`config.mk`:
```
export PLATFORM = sky130hd
export DESIGN_NAME = rau_back
export DESIGN_NICKNAME = d
export VERILOG_FILES = /design/src/design/rau_pkg.sv /design/src/design/rau_back.sv
export SDC_FILE = /design/constraint.sdc
export NUM_CORES = 2
export LEC_CHECK = 0
export ABC_AREA = 1
export BUFFER_PORTS_ARGS = -buffer_cell sky130_fd_sc_hd__clkbuf_2
export CELL_PAD_IN_SITES_DETAIL_PLACEMENT = 0
export CELL_PAD_IN_SITES_GLOBAL_PLACEMENT = 1
export CORE_AREA = 2 2 393 589
export CTS_CLUSTER_DIAMETER = 30
export DETAILED_ROUTE_END_ITERATION = 16
export DIE_AREA = 0 0 395 591
export PLACE_DENSITY_LB_ADDON = 0.1
export SKIP_CTS_REPAIR_TIMING = 1
export SLEW_MARGIN = 0
export SYNTH_ARGS = -nofsm -noshare
export SYNTH_HDL_FRONTEND = slang
export SYNTH_SLANG_ARGS = --single-unit
```
`constraint.sdc`:
```
create_clock -name i_clk -period 23.5 [get_ports i_clk]
set_clock_uncertainty 0.2 [all_clocks]
set_input_delay 4.7 -clock i_clk [delete_from_list [all_inputs] [get_ports i_clk]]
set_output_delay 4.7 -clock i_clk [all_outputs]
set_load 0.02 [all_outputs]
```
`src/design/rau_pkg.sv`:
```
// rau_pkg: shared types, codes and widths of the rational arithmetic unit.
// No dependencies.
package rau_pkg;

    localparam int DATA_WIDTH = 32;
    localparam int W2         = 2 * DATA_WIDTH;
    localparam int CW         = $clog2(W2);
    localparam int QDEPTH     = 2;

    // operation codes
    localparam logic [2:0] FN_NORM = 3'd0;
    localparam logic [2:0] FN_ADD  = 3'd1;
    localparam logic [2:0] FN_SUB  = 3'd2;
    localparam logic [2:0] FN_MUL  = 3'd3;
    localparam logic [2:0] FN_DIV  = 3'd4;
    localparam logic [2:0] FN_LESS = 3'd5;
    localparam logic [2:0] FN_EQ   = 3'd6;
    localparam logic [2:0] FN_NONE = 3'd7;

    // status codes
    localparam logic [1:0] ST_OK   = 2'd0;
    localparam logic [1:0] ST_ZDEN = 2'd1;
    localparam logic [1:0] ST_OVF  = 2'd2;

    // job classes decided by the front end
    localparam logic [1:0] KIND_RUN  = 2'd0;
    localparam logic [1:0] KIND_ZERO = 2'd1;
    localparam logic [1:0] KIND_ERR  = 2'd2;

    typedef struct packed {
        logic [2:0]         func;
        logic signed [31:0] lhs_num;
        logic signed [31:0] lhs_den;
        logic signed [31:0] rhs_num;
        logic signed [31:0] rhs_den;
    } t_req;

    typedef struct packed {
        logic signed [31:0] res_num;
        logic [30:0]        res_den;
        logic               cmp_true;
        logic [1:0]         status;
    } t_res;

    // classified job: operands in sign-magnitude form
    typedef struct packed {
        logic [2:0]            func;
        logic [1:0]            kind;
        logic                  a_neg;
        logic [DATA_WIDTH-1:0] a_num;
        logic [DATA_WIDTH-1:0] a_den;
        logic                  b_neg;
        logic [DATA_WIDTH-1:0] b_num;
        logic [DATA_WIDTH-1:0] b_den;
    } t_job;

endpackage

```
`src/design/rau_back.sv`:
```
// rau_back: executes queued jobs: cross products on one shared multiplier,
// binary GCD, restoring division and result packing. Uses rau_pkg.
module rau_back (
    input  logic          i_clk,
    input  logic          i_rst_n,
    input  logic          i_job_valid,
    input  rau_pkg::t_job i_job,
    output logic          o_pop,
    output logic          o_done,
    output rau_pkg::t_res o_res
);
    import rau_pkg::*;

    localparam logic [3:0] S_IDLE = 4'd0;
    localparam logic [3:0] S_M0   = 4'd1;
    localparam logic [3:0] S_M1   = 4'd2;
    localparam logic [3:0] S_M2   = 4'd3;
    localparam logic [3:0] S_COMB = 4'd4;
    localparam logic [3:0] S_GSH  = 4'd5;
    localparam logic [3:0] S_GCD  = 4'd6;
    localparam logic [3:0] S_DIV  = 4'd7;
    localparam logic [3:0] S_FIN  = 4'd8;

    localparam logic [W2-1:0] LIMIT = W2'(1) << (DATA_WIDTH - 1);

    logic [3:0]    r_state, n_state;
    t_job          r_job, n_jobr;
    logic [W2-1:0] r_x, r_y, r_z, n_x, n_y, n_z;
    logic [W2-1:0] r_n, r_d, r_ga, r_gb, n_n, n_d, n_ga, n_gb;
    logic [W2-1:0] r_rn, r_rdm, n_rn, n_rdm;
    logic          r_neg, n_neg;
    logic [CW-1:0] r_cnt, n_cnt;
    logic          r_done, n_done;
    t_res          r_res, n_res;

    logic [DATA_WIDTH-1:0] mul_a, mul_b;
    logic [W2-1:0]         prod;
    logic [W2-1:0]         c_n, c_d;
    logic                  c_neg, c_sb, c_cmp;
    logic [W2:0]           sh_n, sh_d;
    logic [DATA_WIDTH-1:0] num_w;

    function automatic t_res pack(input logic signed [31:0] num, input logic [30:0] den,
                                  input logic cmp, input logic [1:0] st);
        t_res r;
        r.res_num  = num;
        r.res_den  = den;
        r.cmp_true = cmp;
        r.status   = st;
        pack = r;
    endfunction

    // shared multiplier operand select
    always_comb begin
        case (r_state)
            S_M0: begin
                mul_a = r_job.a_num;
                mul_b = (r_job.func == FN_MUL) ? r_job.b_num : r_job.b_den;
            end
            S_M1: begin
                mul_a = r_job.b_num;
                mul_b = r_job.a_den;
            end
            default: begin
                mul_a = r_job.a_den;
                mul_b = r_job.b_den;
            end
        endcase
        prod = W2'(mul_a) * W2'(mul_b);
    end

    // combine products into numerator / denominator
    always_comb begin
        c_sb  = (r_job.func == FN_SUB) ? ~r_job.b_neg : r_job.b_neg;
        c_n   = r_x;
        c_d   = r_z;
        c_neg = r_job.a_neg ^ r_job.b_neg;
        case (r_job.func)
            FN_NORM: begin
                c_n   = W2'(r_job.a_num);
                c_d   = W2'(r_job.a_den);
                c_neg = r_job.a_neg;
            end
            FN_ADD, FN_SUB: begin
                if (r_job.a_neg == c_sb) begin
                    c_n   = r_x + r_y;
                    c_neg = r_job.a_neg;
                end else if (r_x >= r_y) begin
                    c_n   = r_x - r_y;
                    c_neg = r_job.a_neg;
                end else begin
                    c_n   = r_y - r_x;
                    c_neg = c_sb;
                end
                if (c_n == '0) begin
                    c_neg = 1'b0;
                end
            end
            FN_DIV: begin
                c_d = r_y;
            end
            default: begin
            end
        endcase
        if (r_job.func == FN_EQ) begin
            c_cmp = (r_job.a_neg == r_job.b_neg) && (r_x == r_y);
        end else if (r_job.a_neg != r_job.b_neg) begin
            c_cmp = r_job.a_neg;
        end else begin
            c_cmp = r_job.a_neg ? (r_x > r_y) : (r_x < r_y);
        end
        sh_n  = {r_rn, r_n[W2-1]};
        sh_d  = {r_rdm, r_d[W2-1]};
        num_w = r_neg ? (~r_n[DATA_WIDTH-1:0] + 1'b1) : r_n[DATA_WIDTH-1:0];
    end

    always_comb begin
        n_state = r_state;
        n_jobr  = r_job;
        n_x     = r_x;
        n_y     = r_y;
        n_z     = r_z;
        n_n     = r_n;
        n_d     = r_d;
        n_ga    = r_ga;
        n_gb    = r_gb;
        n_rn    = r_rn;
        n_rdm   = r_rdm;
        n_neg   = r_neg;
        n_cnt   = r_cnt;
        n_done  = 1'b0;
        n_res   = r_res;
        o_pop   = 1'b0;
        case (r_state)
            S_IDLE: begin
                if (i_job_valid) begin
                    o_pop  = 1'b1;
                    n_jobr = i_job;
                    if (i_job.kind == KIND_ZERO) begin
                        n_done = 1'b1;
                        n_res  = pack(32'sd0, 31'd1, 1'b0, ST_OK);
                    end else if (i_job.kind == KIND_ERR) begin
                        n_done = 1'b1;
                        n_res  = pack(32'sd0, 31'd1, 1'b0, ST_ZDEN);
                    end else if (i_job.func == FN_NORM) begin
                        n_state = S_COMB;
                    end else begin
                        n_state = S_M0;
                    end
                end
            end
            S_M0: begin
                n_x     = prod;
                n_state = S_M1;
            end
            S_M1: begin
                n_y     = prod;
                n_state = (r_job.func == FN_LESS || r_job.func == FN_EQ) ? S_COMB : S_M2;
            end
            S_M2: begin
                n_z     = prod;
                n_state = S_COMB;
            end
            S_COMB: begin
                n_state = S_IDLE;
                if (r_job.func == FN_LESS || r_job.func == FN_EQ) begin
                    n_done = 1'b1;
                    n_res  = pack(32'sd0, 31'd1, c_cmp, ST_OK);
                end else if (c_d == '0) begin
                    n_done = 1'b1;
                    n_res  = pack(32'sd0, 31'd1, 1'b0, ST_ZDEN);
                end else if (c_n == '0) begin
                    n_done = 1'b1;
                    n_res  = pack(32'sd0, 31'd1, 1'b0, ST_OK);
                end else begin
                    n_n     = c_n;
                    n_d     = c_d;
                    n_ga    = c_n;
                    n_gb    = c_d;
                    n_neg   = c_neg;
                    n_state = S_GSH;
                end
            end
            S_GSH: begin
                // shared factors of two come straight off n and d
                if (!r_ga[0] && !r_gb[0]) begin
                    n_ga = r_ga >> 1;
                    n_gb = r_gb >> 1;
                    n_n  = r_n >> 1;
                    n_d  = r_d >> 1;
                end else begin
                    n_state = S_GCD;
                end
            end
            S_GCD: begin
                if (r_ga == r_gb) begin
                    n_rn    = '0;
                    n_rdm   = '0;
                    n_cnt   = '0;
                    n_state = (r_ga == W2'(1)) ? S_FIN : S_DIV;
                end else if (!r_ga[0]) begin
                    n_ga = r_ga >> 1;
                end else if (!r_gb[0]) begin
                    n_gb = r_gb >> 1;
                end else if (r_ga > r_gb) begin
                    n_ga = r_ga - r_gb;
                end else begin
                    n_gb = r_gb - r_ga;
                end
            end
            S_DIV: begin
                // one quotient bit of n/g and d/g per cycle
                if (sh_n >= {1'b0, r_ga}) begin
                    n_rn = W2'(sh_n - {1'b0, r_ga});
                    n_n  = {r_n[W2-2:0], 1'b1};
                end else begin
                    n_rn = sh_n[W2-1:0];
                    n_n  = {r_n[W2-2:0], 1'b0};
                end
                if (sh_d >= {1'b0, r_ga}) begin
                    n_rdm = W2'(sh_d - {1'b0, r_ga});
                    n_d   = {r_d[W2-2:0], 1'b1};
                end else begin
                    n_rdm = sh_d[W2-1:0];
                    n_d   = {r_d[W2-2:0], 1'b0};
                end
                n_cnt = r_cnt + 1'b1;
                if (r_cnt == CW'(W2-1)) begin
                    n_state = S_FIN;
                end
            end
            S_FIN: begin
                n_done  = 1'b1;
                n_state = S_IDLE;
                if (r_d > LIMIT - 1'b1 || r_n > (r_neg ? LIMIT : LIMIT - 1'b1)) begin
                    n_res = pack(32'sd0, 31'd1, 1'b0, ST_OVF);
                end else begin
                    n_res = pack(32'(signed'(num_w)), 31'(r_d[DATA_WIDTH-2:0]),
                                 1'b0, ST_OK);
                end
            end
            default: begin
                n_state = S_IDLE;
            end
        endcase
    end

    always_ff @(posedge i_clk) begin
        if (!i_rst_n) begin
            r_state <= S_IDLE;
            r_done  <= 1'b0;
        end else begin
            r_state <= n_state;
            r_done  <= n_done;
        end
    end

    always_ff @(posedge i_clk) begin
        r_job <= n_jobr;
        r_x   <= n_x;
        r_y   <= n_y;
        r_z   <= n_z;
        r_n   <= n_n;
        r_d   <= n_d;
        r_ga  <= n_ga;
        r_gb  <= n_gb;
        r_rn  <= n_rn;
        r_rdm <= n_rdm;
        r_neg <= n_neg;
        r_cnt <= n_cnt;
        r_res <= n_res;
    end

    assign o_done = r_done;
    assign o_res  = r_res;

    a_err_zero: assert property (@(posedge i_clk) disable iff (!i_rst_n)
        (r_done && r_res.status != ST_OK) |-> (r_res.res_num == 0 && r_res.res_den == 31'd1))
        else $error("error result not 0/1");
    a_gcd_nonzero: assert property (@(posedge i_clk) disable iff (!i_rst_n)
        (r_state == S_GCD || r_state == S_DIV) |-> (r_ga != '0 && r_gb != '0))
        else $error("gcd operand reached zero");
    a_cmp_zero: assert property (@(posedge i_clk) disable iff (!i_rst_n)
        (r_done && r_res.cmp_true) |-> r_res.res_num == 0)
        else $error("compare result carries a value");
    a_pop_idle: assert property (@(posedge i_clk) disable iff (!i_rst_n)
        o_pop |-> r_state == S_IDLE) else $error("job taken while busy");

endmodule

```
# Word level (Yosys, flattened, before mapping)
# Index checks and enable logic that the tools add are counted.
dict set report classes {
  mux 79
  eq_ne 40
  n_reduce_logical 27
  shift 0
  add_sub_neg 9
  order_cmp 8
  bitwise_logic 6
  mul 1
  n_div 0
}
# cell n
set op_table {}
lappend op_table {{$mux W64} 24}
lappend op_table {{$pmux W64 S3} 4}
lappend op_table {{$pmux W64 S2} 4}
lappend op_table {{$mux W66} 7}
lappend op_table {{$sub A64 B64 Y64} 6}
lappend op_table {{$pmux W66 S3} 1}
lappend op_table {{$logic_not A64 Y1} 3}
lappend op_table {{$ge A65 B64 Y1} 2}
lappend op_table {{$eq A64 B64 Y1} 2}
lappend op_table {{$gt A64 B64 Y1} 2}
lappend op_table {{$pmux W32 S2} 2}
lappend op_table {{$mux W32} 3}
lappend op_table {{$add A64 B64 Y64} 1}
lappend op_table {{$eq A64 B1 Y1 const B} 1}
lappend op_table {{$ge A64 B64 Y1} 1}
lappend op_table {{$gt A64 B31 Y1 const B} 1}
lappend op_table {{$gt A64 B32 Y1} 1}
lappend op_table {{$lt A64 B64 Y1} 1}
lappend op_table {{$mul A32 B32 Y64} 1}
lappend op_table {{$add A32 B1 Y32 const B} 1}
lappend op_table {{$not A32 Y32} 1}
lappend op_table {{$pmux W4 S8} 1}
lappend op_table {{$mux W4} 7}
lappend op_table {{$ne A2 B2 Y1 const B} 12}
lappend op_table {{other kinds (37)} 81}
dict set report word_totals {
  memories 0
  ram_bits 0
  rom_bits 0
  output_inout_bits 68
  ff_bits 787
  wordCells 196
  input_bits 138
  latchBits 0
}

# Logic depth before layout (Yosys ltp)
dict set report logic_depth {
  word_depth 11
  ltp_mapped 43
  ltp_nobuf 40
}

# Worst setup path after synthesis
# OpenSTA, ideal clock, no wires.
dict set report synth_timing {
  kind {input to output}
  startpoint {input i_job_valid}
  endpoint {output o_pop}
  required_ps 18600
  arrival_time_ps 10493
  cell_stages 2
  setup_slack_ps 8107
  n_path_buf 0
  cell_sequence {inv_1 -> nor2_1}
}
dict set report synth_via {
  elab_chain_len 2
}
# item line_no
set synth_rtl {}
lappend synth_rtl {{start, declared} rau_back.sv:6} ;# input logic i_job_valid,
lappend synth_rtl {{$mux W1} rau_back.sv:136} ;# if (i_job_valid) begin
lappend synth_rtl {{$mux W1} rau_back.sv:134} ;# case (r_state)
lappend synth_rtl {{end, declared} rau_back.sv:8} ;# output logic o_pop,
# Every way passes these cells.

# Final worst setup path
dict set report layout_timing {
  startpoint {register r_state[1]}
  endpoint {register r_x[63], data pin}
}
dict set report layout_via {
  elab_chain_len 3
  word_cells_on_any_way 5
  cone_classes {mul (1); eq/ne (2); mux (2)}
}
# item line_no
set layout_rtl {}
lappend layout_rtl {{start, declared} rau_back.sv:26} ;# logic [3:0] r_state, n_state;
lappend layout_rtl {{start signal, assigned} rau_back.sv:253} ;# r_state <= n_state;
lappend layout_rtl {{$eq A4 B2 Y1 / $eq A4 B1 Y1 (equally long branches)} rau_back.sv:55} ;# case (r_state)
lappend layout_rtl {{$pmux W32 S2} rau_back.sv:55}
lappend layout_rtl {{$mul A32 B32 Y64 *} rau_back.sv:69} ;# prod = W2'(mul_a) * W2'(mul_b);
lappend layout_rtl {{net prod[63]} rau_back.sv:37} ;# logic [W2-1:0] prod;
lappend layout_rtl {{end signal, assigned} rau_back.sv:260} ;# r_x <= n_x;
lappend layout_rtl {{end, declared} rau_back.sv:28} ;# logic [W2-1:0] r_x, r_y, r_z, n_x, n_y, n_z;
# The timed path passes the listed nets; every way through them passes the cells marked *.
# A chain may end at the register's enable or synchronous reset.

==> results.md <==
* Hpwl dp at about 430 mm
* Total grt overflow at 0
* CP max FO at 62
* Nets at 15700
* CP peak stage delay at 0.83 ns
* Min Clock Period, post-route at 12.66 ns
* CP arrival at 13.03 ns
* Ys flop type: edfxtp_1
* Slew HR at 3.31%
* Die Ht at 591 µm
* TritonCTS clock tree: built
* Crit-path slowest cell: clkinv_1
* Mean post-synth cell area at 7.43 µm²
* Detailed Routing Iterations Pass 1 at 10
* Yosys warning count at 0
* Die ar. at 233000 µm²
* First-pass GRT wire length at 757 mm
* Proportion of layout cells with a drive suffix above 1 at 6.46%
* Die Wd at 395 µm
* Outcome: completed
* Initial antenna violation count at 38
* Layout area overhead at 10.5%
* Core Rows at 215
* Synth unique cells at 69
* FF+latch count, synth at 787
* Insertion delay to the later sink of the worst-skew pair at 0.95 ns
* Worst-margin pin slew at ~1.4 ns
* Core ar. at roughly 230000 µm²
* Net Count, Synth at 15600
* Gr usage total at 45.9%
* Final TNS setup at 0 ns
* Sequential area share after synthesis at 23.1%
* RSZ-0062 raised after global routing: false
* Number of H-tree levels at 4
* Final Max Slew Viols at 0
* Leading area contributor after synthesis: edfxtp_1
* Hold slack final at around 0.31 ns
* Wire length per cell at 31.6 µm
* Critical Path Source Type: flop
* DRC viols at 0
* # fillers at 23000
* IO buf count at a little over 200
* Clock root buffer: clkbuf_16
* Antenna Nets Post-Route at 0
* Number of top-level pins at 206
* Clock slew at reported path FFs at 0.06 ns
* Max Cap Viol at 0
* Finish-stage setup viols at 0
* Critical path type: flop to flop
* Crit end category: flop
* Vias per cell at 5.99
* DRT Wirelength at 540 mm
* Top cell type's share of synthesized area at a little under a quarter
* Largest cells by area after synthesis: edfxtp_1 (23%), fa_1 (18%), nand2_1 (11%), inv_1 (10%), ha_1 (9.1%)
* Initial core utilization at ~45%
* Final period utilization at 53.9%
* Gp weighted congestion at 1.15
* Post-synth EDFFs at 782
* Vias in the first global route at 106000
* Cell area after synthesis at 102000 µm²
* Clock Path Buffers at 4
* Syn Inst Count at roughly 14000
* DR iter-0 viols at 9722
* Number of clock sinks at 787
* Via Count at about 100k
* Fin. Hold Viols at 0
* Max Clk Rate at 0.0790 GHz
* Largest net degree at the start of global routing at 99
* Hold WC Path Type: flop to flop
* Total CTS buffers at 175
* Worst Path Required at 23.87 ns
* Async SR Flop Fraction at 0%
[area by class of cell]
type	instances	area, µm²	area share (%)
Sequential cell	787	23600	20.9
Timing Repair Buffer	413	2610	2.31
Clock buffer	193	4530	4.01
Tap cell	3038	3800	3.36
Antenna cell	33	82.6	0.0731
Inverter	2789	10500	9.27
Multi-Input combinational cell	9717	66500	58.9
Clock inverter	117	1400	1.24
[Yosys cell counts, types with 38 or more instances]
| master | instances |
|---|---|
| a21oi_1 | 960 |
| o21a_1 | 52 |
| nand3_1 | 394 |
| xor2_1 | 273 |
| o211ai_1 | 93 |
| inv_1 | 2730 |
| clkbuf_1 | 346 |
| inv_2 | 41 |
| o21bai_1 | 38 |
| edfxtp_1 | 782 |
| o22ai_1 | 71 |
| nand4_1 | 83 |
| ha_1 | 746 |
| nand2_1 | 3019 |
| a22oi_1 | 133 |
| nor3_1 | 93 |
| o21ai_0 | 532 |
| fa_1 | 903 |
| nor2_1 | 1546 |
| nor4_1 | 73 |
| a31oi_1 | 55 |
| o21ai_1 | 84 |
| xnor2_1 | 132 |
| buf_2 | 65 |
| o221ai_1 | 192 |
[kinds of logic after synthesis]
family                   Yosys count  share of synthesized area [%]
AO/OA/AOI/OAI                   2345                           13.6
XOR/XNOR                         406                           3.48
adder cells (fa/ha/maj)         1649                           26.8
buffers and inverters           3264                           12.2
flip-flops                       787                           23.1
AND/OR/NAND/NOR                 5317                           20.9
[critical path: cells and delay by family, from the launching register on]
family	cells	cell delay [ns]
adders and majority gates	9	4.04
buffers and inverters	14	3.27
AOI/OAI and AO/OA	7	3.06
and+or+nand+nor	7	1.01
DFF	1	0.46
xor gates and xnor gates	1	0.21
[sequential cells by signal (all words and copies together), names as in the netlist, 64 cells and up]
register / count
o_res: 66
r_d: 64
r_ga: 64
r_gb: 64
r_job: 133
r_n: 64
r_rdm: 64
r_rn: 64
r_x: 64
r_y: 64
r_z: 64
[cell usage in the layout (no fill, tap or decap), types with 180 or more instances in the layout]
master,synthesis,routed
a21oi_1,960,927
buf_4,35,206
clkbuf_16,0,180
clkbuf_2,0,205
edfxtp_1,782,782
fa_1,903,903
ha_1,746,746
inv_1,2730,2724
nand2_1,3019,3015
nand3_1,394,394
nor2_1,1546,1534
o21ai_0,532,522
o221ai_1,192,192
xor2_1,273,273
[routing by layer]
metal | vias to the layer above | global-route usage, % | share of wire (%)
met5 | - | 0 | 0.025
met4 | 16 | 51.9 | 14
met3 | 2736 | 11.6 | 8.1
met2 | 5987 | 78.1 | 48
met1 | 49400 | 42.3 | 30
li1 | 44200 | - | -
[per-stage QoR]
stage	util (%)	setup slack, ns	cell area (µm²)	cells
floorplan	-	8.11	102000	13800
global placement	46.8	11.23	107000	16700
detailed placement	46.8	11.37	107000	16700
CTS	49.4	11.33	113000	17100
global route	49.4	10.64	113000	17100
finish	49.5	10.84	113000	17100
[path summary, 6_finish.rpt]
| kind | start | endpoint | slack [ns] | cells after the start |
|---|---|---|---|---|
| setup / recovery | r_state[1] | r_x[63] | 10.84 | 38 |
| hold / removal | r_state[2] | r_state[2] | 0.31 | 2 |
| setup reg to reg | r_state[1] | r_x[63] | 10.84 | 38 |
| hold reg to reg | r_state[2] | r_state[2] | 0.31 | 2 |
Power is not shown: default switching activity piles up to over one toggle a cycle in this logic, so the estimate is an artifact.
