==> src/design/rau_pkg.sv <==
// rau_pkg: shared types, codes and widths of the rational arithmetic unit.
// No dependencies.
package rau_pkg;

    localparam int DATA_WIDTH = 32;
    localparam int W2         = 2 * DATA_WIDTH;
    localparam int CW         = $clog2(W2);
    localparam int QDEPTH     = 2;

    // operation codes
    localparam logic [2:0] FN_NORM = 3'd0;
    localparam logic [2:0] FN_ADD  = 3'd1;
    localparam logic [2:0] FN_SUB  = 3'd2;
    localparam logic [2:0] FN_MUL  = 3'd3;
    localparam logic [2:0] FN_DIV  = 3'd4;
    localparam logic [2:0] FN_LESS = 3'd5;
    localparam logic [2:0] FN_EQ   = 3'd6;
    localparam logic [2:0] FN_NONE = 3'd7;

    // status codes
    localparam logic [1:0] ST_OK   = 2'd0;
    localparam logic [1:0] ST_ZDEN = 2'd1;
    localparam logic [1:0] ST_OVF  = 2'd2;

    // job classes decided by the front end
    localparam logic [1:0] KIND_RUN  = 2'd0;
    localparam logic [1:0] KIND_ZERO = 2'd1;
    localparam logic [1:0] KIND_ERR  = 2'd2;

    typedef struct packed {
        logic [2:0]         func;
        logic signed [31:0] lhs_num;
        logic signed [31:0] lhs_den;
        logic signed [31:0] rhs_num;
        logic signed [31:0] rhs_den;
    } t_req;

    typedef struct packed {
        logic signed [31:0] res_num;
        logic [30:0]        res_den;
        logic               cmp_true;
        logic [1:0]         status;
    } t_res;

    // classified job: operands in sign-magnitude form
    typedef struct packed {
        logic [2:0]            func;
        logic [1:0]            kind;
        logic                  a_neg;
        logic [DATA_WIDTH-1:0] a_num;
        logic [DATA_WIDTH-1:0] a_den;
        logic                  b_neg;
        logic [DATA_WIDTH-1:0] b_num;
        logic [DATA_WIDTH-1:0] b_den;
    } t_job;

endpackage

==> src/design/rau_front.sv <==
// rau_front: accepts requests, converts operands to sign-magnitude,
// classifies them and holds them in a short job queue. Uses rau_pkg.
module rau_front (
    input  logic          i_clk,
    input  logic          i_rst_n,
    input  logic          start,
    input  rau_pkg::t_req i_req,
    output logic          busy,
    input  logic          i_pop,
    output logic          o_job_valid,
    output rau_pkg::t_job o_job
);
    import rau_pkg::*;

    localparam int PW = $clog2(QDEPTH);

    t_job                  r_q [QDEPTH];
    logic [PW-1:0]         r_wr, r_rd;
    logic [PW:0]           r_cnt;
    t_job                  n_job;
    logic [DATA_WIDTH-1:0] an_m, ad_m, bn_m, bd_m;
    logic                  push;

    function automatic logic [DATA_WIDTH-1:0] mag(input logic [DATA_WIDTH-1:0] v);
        mag = v[DATA_WIDTH-1] ? (~v + 1'b1) : v;
    endfunction

    always_comb begin
        an_m = mag(i_req.lhs_num[DATA_WIDTH-1:0]);
        ad_m = mag(i_req.lhs_den[DATA_WIDTH-1:0]);
        bn_m = mag(i_req.rhs_num[DATA_WIDTH-1:0]);
        bd_m = mag(i_req.rhs_den[DATA_WIDTH-1:0]);
        n_job.func  = i_req.func;
        n_job.a_num = an_m;
        n_job.a_den = ad_m;
        n_job.b_num = bn_m;
        n_job.b_den = bd_m;
        n_job.a_neg = (i_req.lhs_num[DATA_WIDTH-1] ^ i_req.lhs_den[DATA_WIDTH-1])
                      && (an_m != '0);
        n_job.b_neg = (i_req.rhs_num[DATA_WIDTH-1] ^ i_req.rhs_den[DATA_WIDTH-1])
                      && (bn_m != '0);
        if (i_req.func == FN_NONE) begin
            n_job.kind = KIND_ZERO;
        end else if (ad_m == '0 || (i_req.func != FN_NORM && bd_m == '0)) begin
            n_job.kind = KIND_ERR;
        end else begin
            n_job.kind = KIND_RUN;
        end
    end

    assign busy        = (r_cnt == (PW+1)'(QDEPTH));
    assign push        = start && !busy;
    assign o_job_valid = (r_cnt != '0);
    assign o_job       = r_q[r_rd];

    always_ff @(posedge i_clk) begin
        if (!i_rst_n) begin
            r_wr  <= '0;
            r_rd  <= '0;
            r_cnt <= '0;
        end else begin
            if (push) begin
                r_wr <= (r_wr == PW'(QDEPTH-1)) ? '0 : r_wr + 1'b1;
            end
            if (i_pop) begin
                r_rd <= (r_rd == PW'(QDEPTH-1)) ? '0 : r_rd + 1'b1;
            end
            r_cnt <= r_cnt + (PW+1)'(push) - (PW+1)'(i_pop);
        end
    end

    always_ff @(posedge i_clk) begin
        if (push) begin
            r_q[r_wr] <= n_job;
        end
    end

    a_cnt_bound: assert property (@(posedge i_clk) disable iff (!i_rst_n)
        r_cnt <= (PW+1)'(QDEPTH)) else $error("job queue count above depth");
    a_pop_nonempty: assert property (@(posedge i_clk) disable iff (!i_rst_n)
        i_pop |-> r_cnt != '0) else $error("pop from empty job queue");
    a_push_count: assert property (@(posedge i_clk) disable iff (!i_rst_n)
        (push && !i_pop) |=> r_cnt == $past(r_cnt) + 1'b1)
        else $error("job queue count lost a push");

endmodule

==> config.mk <==
export PLATFORM = sky130hd
export DESIGN_NAME = rau_front
export DESIGN_NICKNAME = d
export VERILOG_FILES = /design/src/design/rau_pkg.sv /design/src/design/rau_front.sv
export SDC_FILE = /design/constraint.sdc
export NUM_CORES = 1
export LEC_CHECK = 0
export ABC_AREA = 1
export BUFFER_PORTS_ARGS = -buffer_cell sky130_fd_sc_hd__buf_4
export CAP_MARGIN = 10
export CORE_MARGIN = 2
export CORE_UTILIZATION = 30
export DETAILED_ROUTE_END_ITERATION = 6
export GPL_ROUTABILITY_DRIVEN = 0
export GPL_TIMING_DRIVEN = 0
export PLACE_DENSITY = 0.49
export SYNTH_ARGS = -nofsm -noshare
export SYNTH_HDL_FRONTEND = slang
export SYNTH_SLANG_ARGS = --single-unit
==> constraint.sdc <==
create_clock -name i_clk -period 7.3 [get_ports i_clk]
set_input_delay 0 -clock i_clk [delete_from_list [all_inputs] [get_ports i_clk]]
set_output_delay 0 -clock i_clk [all_outputs]
set_load 0.02 [all_outputs]
Word-level counts from Yosys, hierarchy flattened
Memories as Yosys holds them, arrays and structs flattened. A register that Yosys moved wholly into a read port is not among the register bits.
Cells that the tools add are included.

operators by class
  add/subtract/negate cells = 8
  equality and inequality tests = 2
  mux-type cells = 12
  bitwise operators = 6
  reductions and logical operators = 12

operators by type and width
  operator                                                         count
  32-bit by 1-bit adder with 32-bit output, second input constant  4
  32-bit two-way mux                                               4
  32-bit inverter                                                  4
  32-bit zero test                                                 2
  32-bit nonzero test                                              2
  1-bit two-way mux                                                6
  1-bit logical AND                                                4
  2-bit two-way mux                                                2
  3-bit == test, second input constant                             1
  3-bit nonzero test                                               1
  1-bit adder, second input constant                               2
  2-bit by 1-bit adder with 2-bit output                           1
  2-bit == test, second input constant                             1
  2-bit nonzero test                                               1
  2-bit by 1-bit subtractor with 2-bit output                      1
  1-bit bitwise XOR                                                2
  1-bit zero test                                                  1
  1-bit logical OR                                                 1

storage, ports and cells
  flip-flop bits (word level) = 4
  RAM bits = 270
  input bits = 135
  output and inout bits = 137
  word-level logic and storage cells = 44
  memories = 1

memory list
  memory  words  bits a word  read ports  clocked after Yosys merged registers in  write ports  RTL line         source
  r_q     2      135          1           1                                        1            rau_front.sv:17  t_job r_q [QDEPTH];

Depth between registers and ports, before layout
Gate-level depths: netlist (run 1).

  depth in word-level cells = 8
  gate-level depth with buffers = 16
  mapped depth without buffers = 16

Worst setup path before layout (run 1)
No wires, ideal clock.

  path type = flip-flop to flip-flop
  start = reg r_cnt[1]
  end = mem r_q[0][0] (netlist name), enable pin
  setup time = 632 ps
  arrival = 6178 ps
  data required time = 6668 ps
  setup slack = 490 ps
  stages on the path, launching flop included = 4
  buffers on the path = 0
  period minus slack after synthesis = 6810 ps
  cells stage by stage = dfxtp_1 -> inv_1 -> o21ai_0 -> nor2_1

on the way
  cells in the longest elaborated chain, start to end = 5

RTL lines
  what                                     RTL line         source
  from (decl)                              rau_front.sv:19  logic [PW:0] r_cnt;
  from (signal assigned)                   rau_front.sv:68  r_cnt <= r_cnt + (PW+1)'(push) - (PW+1)'(i_pop);
  2-bit == test                            rau_front.sv:51  assign busy = (r_cnt == (PW+1)'(QDEPTH));
  1-bit zero test                          rau_front.sv:52  assign push = start && !busy;
  1-bit logical AND                        rau_front.sv:52
  1-bit two-way mux                        rau_front.sv:73  if (push) begin
  1-bit two-way mux (implied by the code)  rau_front.sv:74  r_q[r_wr] <= n_job;
  to (decl)                                rau_front.sv:17

No other way between the ends.

==> metrics.md, run 1 <==
| Metric | Value |
|---|---|
| Status | completed |
| Initial core utilization | 30.2% |
| DRT Wirelength | 43,000 µm |
| Vias post-DR | 11,803 |
| FF-to-FF setup slack | 5020 ps |
| Drt drc | 0 |
| Final HPWL DP | 32,200 µm |
| Sequential Area | 0.00821 mm² |
| Nets@finish | 2,044 |
| Min Tclk post-route | 3180 ps |
| H-tree levels | 2 |
| Hold Path Class | in -> reg |
| FFs w/ async S/R, synth | 0% |
| Final Hold Fails | 0 |
| Min-Delay Startpoint | i_req[65] |
| # Max-Cap Violations | 0 |
| Hold Path Sink | r_q[1][66] |
| Initial antenna violation count | 0 |
| GRT overflow | 0 |
| Highest Clock Rate | 315 MHz |
| Row Count | 81 |
| Die height | 225 µm |
| Core area | 0.0486 mm² |
| Clock latency on the worst-skew pair | 530 ps |
| Die width | 225 µm |
| Post-synth EDFFs | 270 |
| Netlist Area Pre-Place | 0.0147 mm² |
| Skew final | 15.0 ps |
| Global Route Usage Sum | 16.8% |
| Slew @ Worst Pin | 937 ps |
| FF-to-FF End | r_q[0][22] |
| I/O pins | 272 |
| Final Slew Violations | 0 |
| Post-DR vias/cell | 4.63 |
| Setup crit end kind | output pin |
| First-pass GRT wire length | 65,900 µm |
| Area taken by multi-input logic gates | 0.00578 mm² |
| RSZ-0062 raised after global routing | no |
| Startpoint Class | register |
| Post-Syn Nets | 1,591 |
| Largest net degree at the start of global routing | 29 |
| Die area | 0.0507 mm² |
| Worst r2r src | r_cnt[0] |
| Cell count after synthesis | 1,450 |
| Critical path class | reg -> out |
| VDD IR-drop max | 0.160 mV |
| R2R cell count | 5 |
| Synth cell types | 39 |
| Worst Path Arrival | 3180 ps |
| FILL cells | 4,767 |
| DR WL/cell | 16.9 µm |
| Mapped Avg Cell Area | 10.1 µm² |
| Worst-path maximum fanout | 10 |
| Setup tns final | 0 ps |
| Cell area after placement | 0.0177 mm² |
| Final period util | 43.5% |
| Drt first pass iters | 5 |
| Area delta synth->final | 37.5% |
| Seq/Total Area, Yosys | 56.0% |
| Power per standard cell area | 232 mW/mm² |
| Yosys synthesis warning count | 0 |
| Routed Antenna Nets | 0 |
| CTS clk-pin slew, worst paths | 60 ps |
| Clock Path Buffers | 3 |
| Crit path required time | 7300 ps |
| Clk root buf | clkbuf_16 |
| Iteration-0 DRC Markers | 602 |
| Hold-critical path depth | 3 |
| Vias in the first global route | 11,884 |
| Fin area | 0.0202 mm² |
| Endpoints failing setup | 0 |
| CTS Buf Count | 34 |
| Ant. Diodes | 0 |
| Port-buffer cells | 269 |
| Rel. slew slack | 37.5% |
| Seq cells post-synth | 275 |
| CTS tree | yes |
| Leakage | 8.14 nW |
| Layout cells sized above 1 | 30.0% |
| Ys flop type | edfxtp_1 |
| Clock Sinks | 275 |
==> worst max path at each step <==
stage	cells past startpoint	slack, ps	endpoint	startpoint
after global placement	3	-3960	r_q[0][90]	r_cnt[1]
final	5	4120	o_job[96]	register
after global routing	5	3810	o_job[96]	register
after detailed placement	5	4460	o_job[96]	register
after CTS	5	3840	o_job[96]	register
after floorplan	3	490	r_q[0][0]	r_cnt[1]
==> logic make-up after synthesis <==
group | Yosys count | share of synthesized area (%)
flip-flops | 275 | 56.0
XOR/XNOR | 57 | 3.40
adder cells (fa/ha/maj) | 6 | 0.512
multiplexers | 135 | 10.4
AO/OA/AOI/OAI | 61 | 2.64
buffers and inverters | 174 | 4.77
AND/OR/NAND/NOR | 742 | 22.4
==> final cells by class <==
class | count | area share (%)
Buffer | 31 | 0.806
Timing Repair Buffer | 417 | 17.8
Inverter | 143 | 2.66
Tap cell | 622 | 3.86
Clock inverter | 13 | 0.682
Sequential cell | 275 | 40.7
Clock buffer | 45 | 4.84
Multi-Input combinational cell | 1001 | 28.6
==> where the power goes <==
group          internal (mW)  leakage, nW  switching, mW
Combinational          0.431         5.02          0.592
Sequential              1.94         2.57         0.0309
Clock                   1.04        0.546          0.650
Total                   3.41         8.14           1.27
==> worst max-delay path: stages (launching register included) <==
cell and delay (ps):
dfxtp_1 310, clkbuf_1 650, clkbuf_1 650, buf_2 450
mux2_2 390, buf_4 180
==> layout by cell type, fill, tap and decap left out, types with 13 or more instances in the layout <==
cell,Yosys,routed
clkbuf_16,0,37
nand4_1,23,23
nand3_1,97,97
buf_4,4,273
o21ai_0,26,26
inv_2,27,27
clkbuf_1,12,18
xor2_1,40,40
mux2_2,135,135
inv_1,116,116
dlygate4sd3_1,0,138
nor2_1,193,191
nor3_1,13,13
edfxtp_1,270,270
nor2_2,28,28
xnor2_1,17,17
nand2_1,335,335
buf_2,13,13
==> sequential cells by signal, summed over array words and instances (netlist names), named ones only <==
register / cells
r_q: 270
r_cnt: 2
r_rd: 1
r_wr: 1
==> through the flow <==
stage               total power, mW  util, %  hold slack, ps  instances  setup slack [ps]
global route                   4.89     41.5            50.4       2547              3810
finish                         4.68     41.5            49.9       2547              4120
floorplan                      2.57        -            93.5       1450               490
CTS                            4.76     41.5            11.9       2547              3840
global placement               3.00     35.9             199       2341             -3960
detailed placement             2.98     36.3             204       2351              4460
==> what timing repair did <==
| action | CTS | global route |
|---|---|---|
| setup endpoints to repair | 0 | 0 |
| endpoints found under the hold margin | 267 | 0 |
| buffers inserted | 0 | 0 |
| hold buffers | 138 | 0 |
| gates resized for setup | 0 | 0 |
==> cells in the mapped netlist, types with 17 or more instances <==
cell type,instances,area [µm²]
edfxtp_1,270,8110
xor2_1,40,350
nor2_2,28,175
nand4_1,23,144
nand3_1,97,485
o21ai_0,26,130
nor2_1,193,724
inv_1,116,435
nand2_1,335,1260
xnor2_1,17,149
inv_2,27,101
mux2_2,135,1520
==> layer usage <==
layer	vias up	track usage [%]	share of wire (%)
met2	282	28.8	49
li1	5814	-	-
met3	50	3.16	4.9
met1	5657	21.6	44
met5	-	0	0
met4	0	4.93	1.9
Note: power is estimated with default switching activity, not from simulation.
==> inputs of run 2 (changes only) <==
Settings changed: ABC_AREA 1 to 0, PLACE_DENSITY 0.49 to 0.48.
Clock period 7.3 ns to 2.93 ns, I/O delays scaled along.
==> run 2 against run 1 <==
Clock skew fell by 6.2 ps. Sequential power rose to 2.6 times the previous value. Core utilization rose by 1.8 points. Sequential share of layout area rose by 2.3 points. Wire length fell by 9.0%. Critical endpoint is now r_q[0][131]. First-iteration DRC count fell by 7.3%. Area after synthesis fell by 9.0%. Final cell count fell by 20%. Design area fell by 5.4%.
==> metrics.md, run 2 <==
| Metric | Value |
|---|---|
| Status | completed (unchanged) |
| CTS clk-pin slew, worst paths | 60 ps (about the same) |
| Die height | 215 µm (was 225 µm) |
| Placed Cells | 1,825 (was 2,351) |
| Worst Path Arrival | 3190 ps (was 3180 ps) |
| Setup crit end kind | register (was output pin) |
| Netlist Area Pre-Place | 0.0134 mm² (was 0.0147 mm²) |
| Largest area contributor in the netlist | edfxtp_1 (unchanged) |
| Share of the synthesized area in the top cell type | 60.7% (was 55.3%) |
| Seq/Total Area, Yosys | 61.5% (was 56.0%) |
| RSZ-0062 raised after global routing | no (unchanged) |
| Initial antenna violation count | 2 (was 0) |
| Highest Clock Rate | 352 MHz |
| VDD IR-drop max | 0.397 mV (was 0.160 mV) |
| I/O pins | 272 (unchanged) |
| GRT overflow | 0 (unchanged) |
| Ant. Diodes | 0 (unchanged) |
| Post-DR vias/cell | 4.83 (was 4.63) |
| Slew @ Worst Pin | 750 ps (was 937 ps) |
| Post-synth EDFFs | 270 (unchanged) |
| DR WL/cell | 19.2 µm (was 16.9 µm) |
| Cell count after synthesis | 960 (was 1,450) |
| Crit path required time | 3280 ps (was 7300 ps) |
| Final period util | 96.9% |
| Most common cell in the netlist | edfxtp_1 (was nand2_1) |
| Clock Path Buffers | 3 (unchanged) |
| H-tree levels | 2 (unchanged) |
| Iteration-0 DRC Markers | 558 (was 602) |
| Endpoints failing setup | 0 (unchanged) |
| Core area | 0.0441 mm² (was 0.0486 mm²) |
| CTS tree | yes (unchanged) |
| Worst-path maximum fanout | 4 (was 10) |
| Fin cells | 2,035 (was 2,547) |
| Hold Slack | 33.8 ps (was 49.9 ps) |
| Synth top area cells | edfxtp_1, mux2_2, xnor2_1, o31ai_1, o41ai_1 (was edfxtp_1, mux2_2, nand2_1, nor2_1, nand3_1) |
| Area delta synth->final | 42.9% (was 37.5%) |
| Clock latency on the worst-skew pair | 530 ps (about the same) |
| Row Count | 77 (was 81) |
| # Max-Cap Violations | 0 (unchanged) |
| Mapped Avg Cell Area | 13.9 µm² (was 10.1 µm²) |
| Vias in the first global route | 10,042 (was 11,884) |
| Global Route Usage Sum | 16.6% (was 16.8%) |
| Largest net degree at the start of global routing | 57 (was 29) |
| Skew final | 8.83 ps (was 15.0 ps) |
| Ys flop type | edfxtp_1 (unchanged) |
| Critical path class | in -> reg (was reg -> out) |
| Max reg flops | 270 (unchanged) |
| Die width | 215 µm (was 225 µm) |
| Min Tclk post-route | 2840 ps |
| Biggest register | r_q (unchanged) |
| Final Hold Fails | 0 (unchanged) |
| Startpoint Class | input pin (was register) |
| Seq cells post-synth | 275 (unchanged) |
| Clk root buf | clkbuf_16 (unchanged) |
| Post-Syn Nets | 1,101 (was 1,591) |
| First-pass GRT wire length | 59,300 µm (was 65,900 µm) |
| Vias post-DR | 9,827 (was 11,803) |
| Nets@finish | 1,561 (was 2,044) |
| Leakage | 6.66 nW (was 8.14 nW) |
| Routed Antenna Nets | 0 (unchanged) |
| Hold Path Class | in -> reg (unchanged) |
| CTS Buf Count | 35 (was 34) |
| Synth cell types | 55 (was 39) |
| Top flop regs | r_q (270), r_cnt (2) (unchanged) |
| DRT Wirelength | 39,100 µm (was 43,000 µm) |
| FFs w/ async S/R, synth | 0% (unchanged) |
| Commonest non-fill, non-tap cell in the layout | edfxtp_1 (was nand2_1) |
| Rel. slew slack | 49.5% (was 37.5%) |
| Final Slew Violations | 0 (unchanged) |
| Yosys synthesis warning count | 0 (unchanged) |
| Highest-count cells in the layout ignoring fill and taps | edfxtp_1, buf_4, dlygate4sd3_1 (was nand2_1, buf_4, edfxtp_1) |
| Layout cells sized above 1 | 34.8% (was 30.0%) |
| Top cells by count, synth | edfxtp_1, mux2_2, xnor2_1, nand2_1, clkbuf_1 (was nand2_1, edfxtp_1, nor2_1, mux2_2, inv_1) |
| Port-buffer cells | 265 (was 269) |
| Power per standard cell area | 662 mW/mm² (was 232 mW/mm²) |
| Initial core utilization | 30.3% (was 30.2%) |
| Drt first pass iters | 4 (was 5) |
| Die area | 0.0462 mm² (was 0.0507 mm²) |
| Final HPWL DP | 27,700 µm (was 32,200 µm) |
| Clock Sinks | 275 (unchanged) |
| Drt drc | 0 (unchanged) |
-- run 2: cell types whose count changed in the layout (fill, tap and decap cells not counted), sizes merged, moves of 25 or more --
cell | before | now
clkbuf | 57 | 82
inv | 143 | 15
nand2 | 347 | 46
nand3 | 103 | 11
nor2 | 229 | 26
o31ai | 0 | 33
or4 | 0 | 28
xnor2 | 17 | 116
xor2 | 40 | 7
-- run 2: final timing paths --
path         startpoint           to  slack [ps]  depth (start not counted)
max reg2reg    r_cnt[0]   r_q[0][21]         850                          6
min reg2reg        r_rd     register         580                          2
max           i_req[26]  r_q[0][131]          90                         10
min           i_req[83]   r_q[0][85]          30                          3
-- run 2: metrics by stage --
stage,power (mW),cell area [µm²],setup WS (ps),TNS [ps],util (%)
6_report,12.6,19100,91.6,0,43.2
5_1_grt,13.2,19100,7.27,0,43.2
4_1_cts,12.8,19000,32.5,0,43.1
3_5_place_dp,8.18,16300,-815,-5350,37.0
3_3_place_gp,8.09,16100,-1520,-326430,36.5
2_1_floorplan,6.80,13400,3.19,0,-
-- run 2: cell type report --
cell class	count	area [µm²]
Clock buffer	44	952
Multi-Input combinational cell	626	5040
Clock inverter	16	208
Sequential cell	275	8210
Inverter	14	52.6
Fill cell	4173	25000
Timing Repair Buffer	426	3720
Tap cell	592	741
Buffer	42	164
-- run 2: worst max-delay path: stages --
cell           delay, ps
dlygate4sd3_1        550
buf_4                160
or4_1                520
or2_2                330
or3_1                350
nor3_2               160
nor2_1                80
xor2_1               180
or4b_4               560
o31ai_4              290
-- run 2: power breakdown --
part | total [mW] | internal, mW | switching [mW]
sequential | 5.14 | 5.03 | 0.115
combinational | 3.10 | 1.38 | 1.72
clock | 4.39 | 2.73 | 1.66
-- run 2: what timing repair did --
item / in CTS / in global routing
buffers inserted: 0 / 1
hold endpoints to repair: 272 / 0
hold buffers: 152 / 0
resized for setup: 6 / 17
setup endpoints to repair: 57 / 8
pin swaps: 0 / 1
-- run 2: cells by family after synthesis --
kind of cell / synth area share [%]
muxes: 11.6
adders and majority gates: 0.562
buffers and inverters: 1.67
AOI/OAI and AO/OA: 6.54
xor gates and xnor gates: 8.07
and+or+nand+nor: 10.1
DFF: 61.5
-- run 2: metal layers --
layer | vias to the layer above | global-route usage (%) | share of wire, %
li1 | 4664 | - | -
met1 | 4868 | 21.3 | 44
met2 | 246 | 28.0 | 49
met3 | 49 | 4.23 | 5.7
met4 | 0 | 4.30 | 1.9
met5 | - | 0 | 0
==> inputs of run 3 (changes only) <==
Settings changed: ABC_AREA 0 to default, CORE_ASPECT_RATIO from default to 1.1.
==> run 3 against run 2 <==
Non-clock buffer count grew 7. Clock skew grew 8.7 ps. Largest cell class unchanged. Critical path type unchanged. Critical endpoint is now r_q[1][131]. Sequential share of layout area grew 0.079 points.
==> metrics.md, run 3 (same netlist as run 2, synthesis figures left out) <==
| Metric | Value |
|---|---|
| Core area | 0.0442 mm² (was 0.0441 mm²) |
| Placed Cells | 1,814 (was 1,825) |
| Commonest non-fill, non-tap cell in the layout | edfxtp_1 (unchanged) |
| Clock latency on the worst-skew pair | 530 ps (about the same) |
| RSZ-0062 raised after global routing | no (unchanged) |
| Total power | 12.4 mW (was 12.6 mW) |
| Fin cells | 2,033 (was 2,035) |
| Rel. slew slack | 53.6% (was 49.5%) |
| Worst-path maximum fanout | 4 (unchanged) |
| Highest-count cells in the layout ignoring fill and taps | edfxtp_1, buf_4, dlygate4sd3_1 (unchanged) |
| Slew @ Worst Pin | 696 ps (was 750 ps) |
| Die width | 205 µm (was 215 µm) |
| First-pass GRT wire length | 58,800 µm (was 59,300 µm) |
| Leakage | 6.66 nW (about the same) |
| CTS tree | yes (unchanged) |
| Initial antenna violation count | 1 (was 2) |
| Ant. Diodes | 0 (unchanged) |
| Post-DR vias/cell | 4.81 (was 4.83) |
| DR WL/cell | 19.3 µm (was 19.2 µm) |
| Nets@finish | 1,568 (was 1,561) |
| Final Hold Fails | 0 (unchanged) |
| I/O pins | 272 (unchanged) |
| Clock Path Buffers | 3 (unchanged) |
| Drt drc | 0 (unchanged) |
| Hold Path Class | in -> reg (unchanged) |
| Fin area | 0.0190 mm² (was 0.0191 mm²) |
| Critical path class | in -> reg (unchanged) |
| Status | completed (unchanged) |
| # Max-Cap Violations | 0 (unchanged) |
| Area delta synth->final | 42.6% (was 42.9%) |
| Cell area after placement | 0.0163 mm² (about the same) |
| Worst Path Arrival | 3130 ps (was 3190 ps) |
| Port-buffer cells | 265 (unchanged) |
| Iteration-0 DRC Markers | 431 (was 558) |
| H-tree levels | 2 (unchanged) |
| Drt first pass iters | 5 (was 4) |
| Biggest register | r_q (unchanged) |
| CTS clk-pin slew, worst paths | 50 ps (was 60 ps) |
| Clk root buf | clkbuf_16 (unchanged) |
| CTS Buf Count | 35 (unchanged) |
| FILL cells | 4,211 (was 4,173) |
| VDD IR-drop max | 0.406 mV (was 0.397 mV) |
| Die height | 225 µm (was 215 µm) |
| Endpoints failing setup | 0 (unchanged) |
| Row Count | 81 (was 77) |
| Crit path required time | 3250 ps (was 3280 ps) |
| Max reg flops | 270 (unchanged) |
| Startpoint Class | input pin (unchanged) |
| Final period util | 96.0% (was 96.9%) |
| Initial core utilization | 30.2% (was 30.3%) |
| Routed Antenna Nets | 0 (unchanged) |
| Vias post-DR | 9,786 (was 9,827) |
| Top flop regs | r_q (270), r_cnt (2) (unchanged) |
| Layout cells sized above 1 | 34.5% (was 34.8%) |
| Skew final | 17.5 ps (was 8.83 ps) |
| Clock Sinks | 275 (unchanged) |
| Highest Clock Rate | 356 MHz (was 352 MHz) |
| Hold Slack | 36.7 ps (was 33.8 ps) |
| Vias in the first global route | 10,096 (was 10,042) |
| Setup crit end kind | register (unchanged) |
| Power per standard cell area | 651 mW/mm² (was 662 mW/mm²) |
| Largest net degree at the start of global routing | 37 (was 57) |
| GRT overflow | 0 (unchanged) |
| Final Slew Violations | 0 (unchanged) |
| Final HPWL DP | 27,700 µm (about the same) |
| Global Route Usage Sum | 16.8% (was 16.6%) |
| DRT Wirelength | 39,300 µm (was 39,100 µm) |
| Min Tclk post-route | 2810 ps (was 2840 ps) |
| Die area | 0.0462 mm² (about the same) |
[run 3: changes by cell type in the layout (fill, tap and decap cells not counted), moves of 3 or more]
cell	before	now
buf_4	266	269
clkinv_1	5	9
dlygate4sd3_1	152	155
buf_12	3	6
buf_16	5	2
clkbuf_1	41	38
nor4_2	5	2
[run 3: per-stage QoR]
stage	setup TNS (ps)	util, %	setup slack, ps
6_report	0	43.1	117
5_1_grt	0	43.1	10.4
4_1_cts	0	42.9	5.40
3_5_place_dp	-5260	36.8	-910
3_3_place_gp	-324940	36.4	-1510
2_1_floorplan	0	-	3.19
[run 3: cell type report]
class	count	area, µm²	area share (%)
clock inverter	20	178	0.933
timing repair buffer	432	3750	19.7
clock buffer	42	945	4.96
sequential	275	8210	43.1
buffer	43	170	0.893
tap	581	727	3.82
multi-input combinational	626	5020	26.3
inverter	14	52.6	0.276
[run 3: per-layer routing]
layer  up-vias  share of wire [%]  GRT usage (%)
met3        68                5.5           3.85
met2       229                 50           29.1
met1      4812                 41           20.3
li1       4677                  -              -
met5         -                  0              0
met4         0                2.8           6.27
[run 3: path summary, 6_finish.rpt]
check | start | to | slack (ps) | depth (start not counted)
worst max-delay path | i_req[128] | r_q[1][131] | 120 | 9
worst min-delay path | i_req[7] | r_q[1][8] | 40 | 3
worst max register to register | r_cnt[0] | r_q[1][6] | 920 | 4
worst min register to register | r_rd | r_rd | 580 | 2
[run 3: power breakdown]
part | leakage [nW] | switching (mW) | internal [mW]
logic | 3.57 | 1.70 | 1.37
registers | 2.56 | 0.118 | 5.03
clock network | 0.535 | 1.62 | 2.56
[run 3: timing repair]
item,4_1_cts,5_1_grt
resized for setup,8,11
endpoints found under the setup margin,52,8
endpoints found under the hold margin,270,0
pin swaps,0,1
setup buffers,0,4
hold buffers,155,0
[run 3: worst max-delay path: stages]
cell and delay [ps]:
dlygate4sd3_1 540, buf_4 150, and3_1 270, or4_1 540, nor4_1 210, nand3_1 170
or4b_1 520, or4_4 600, o31ai_2 120
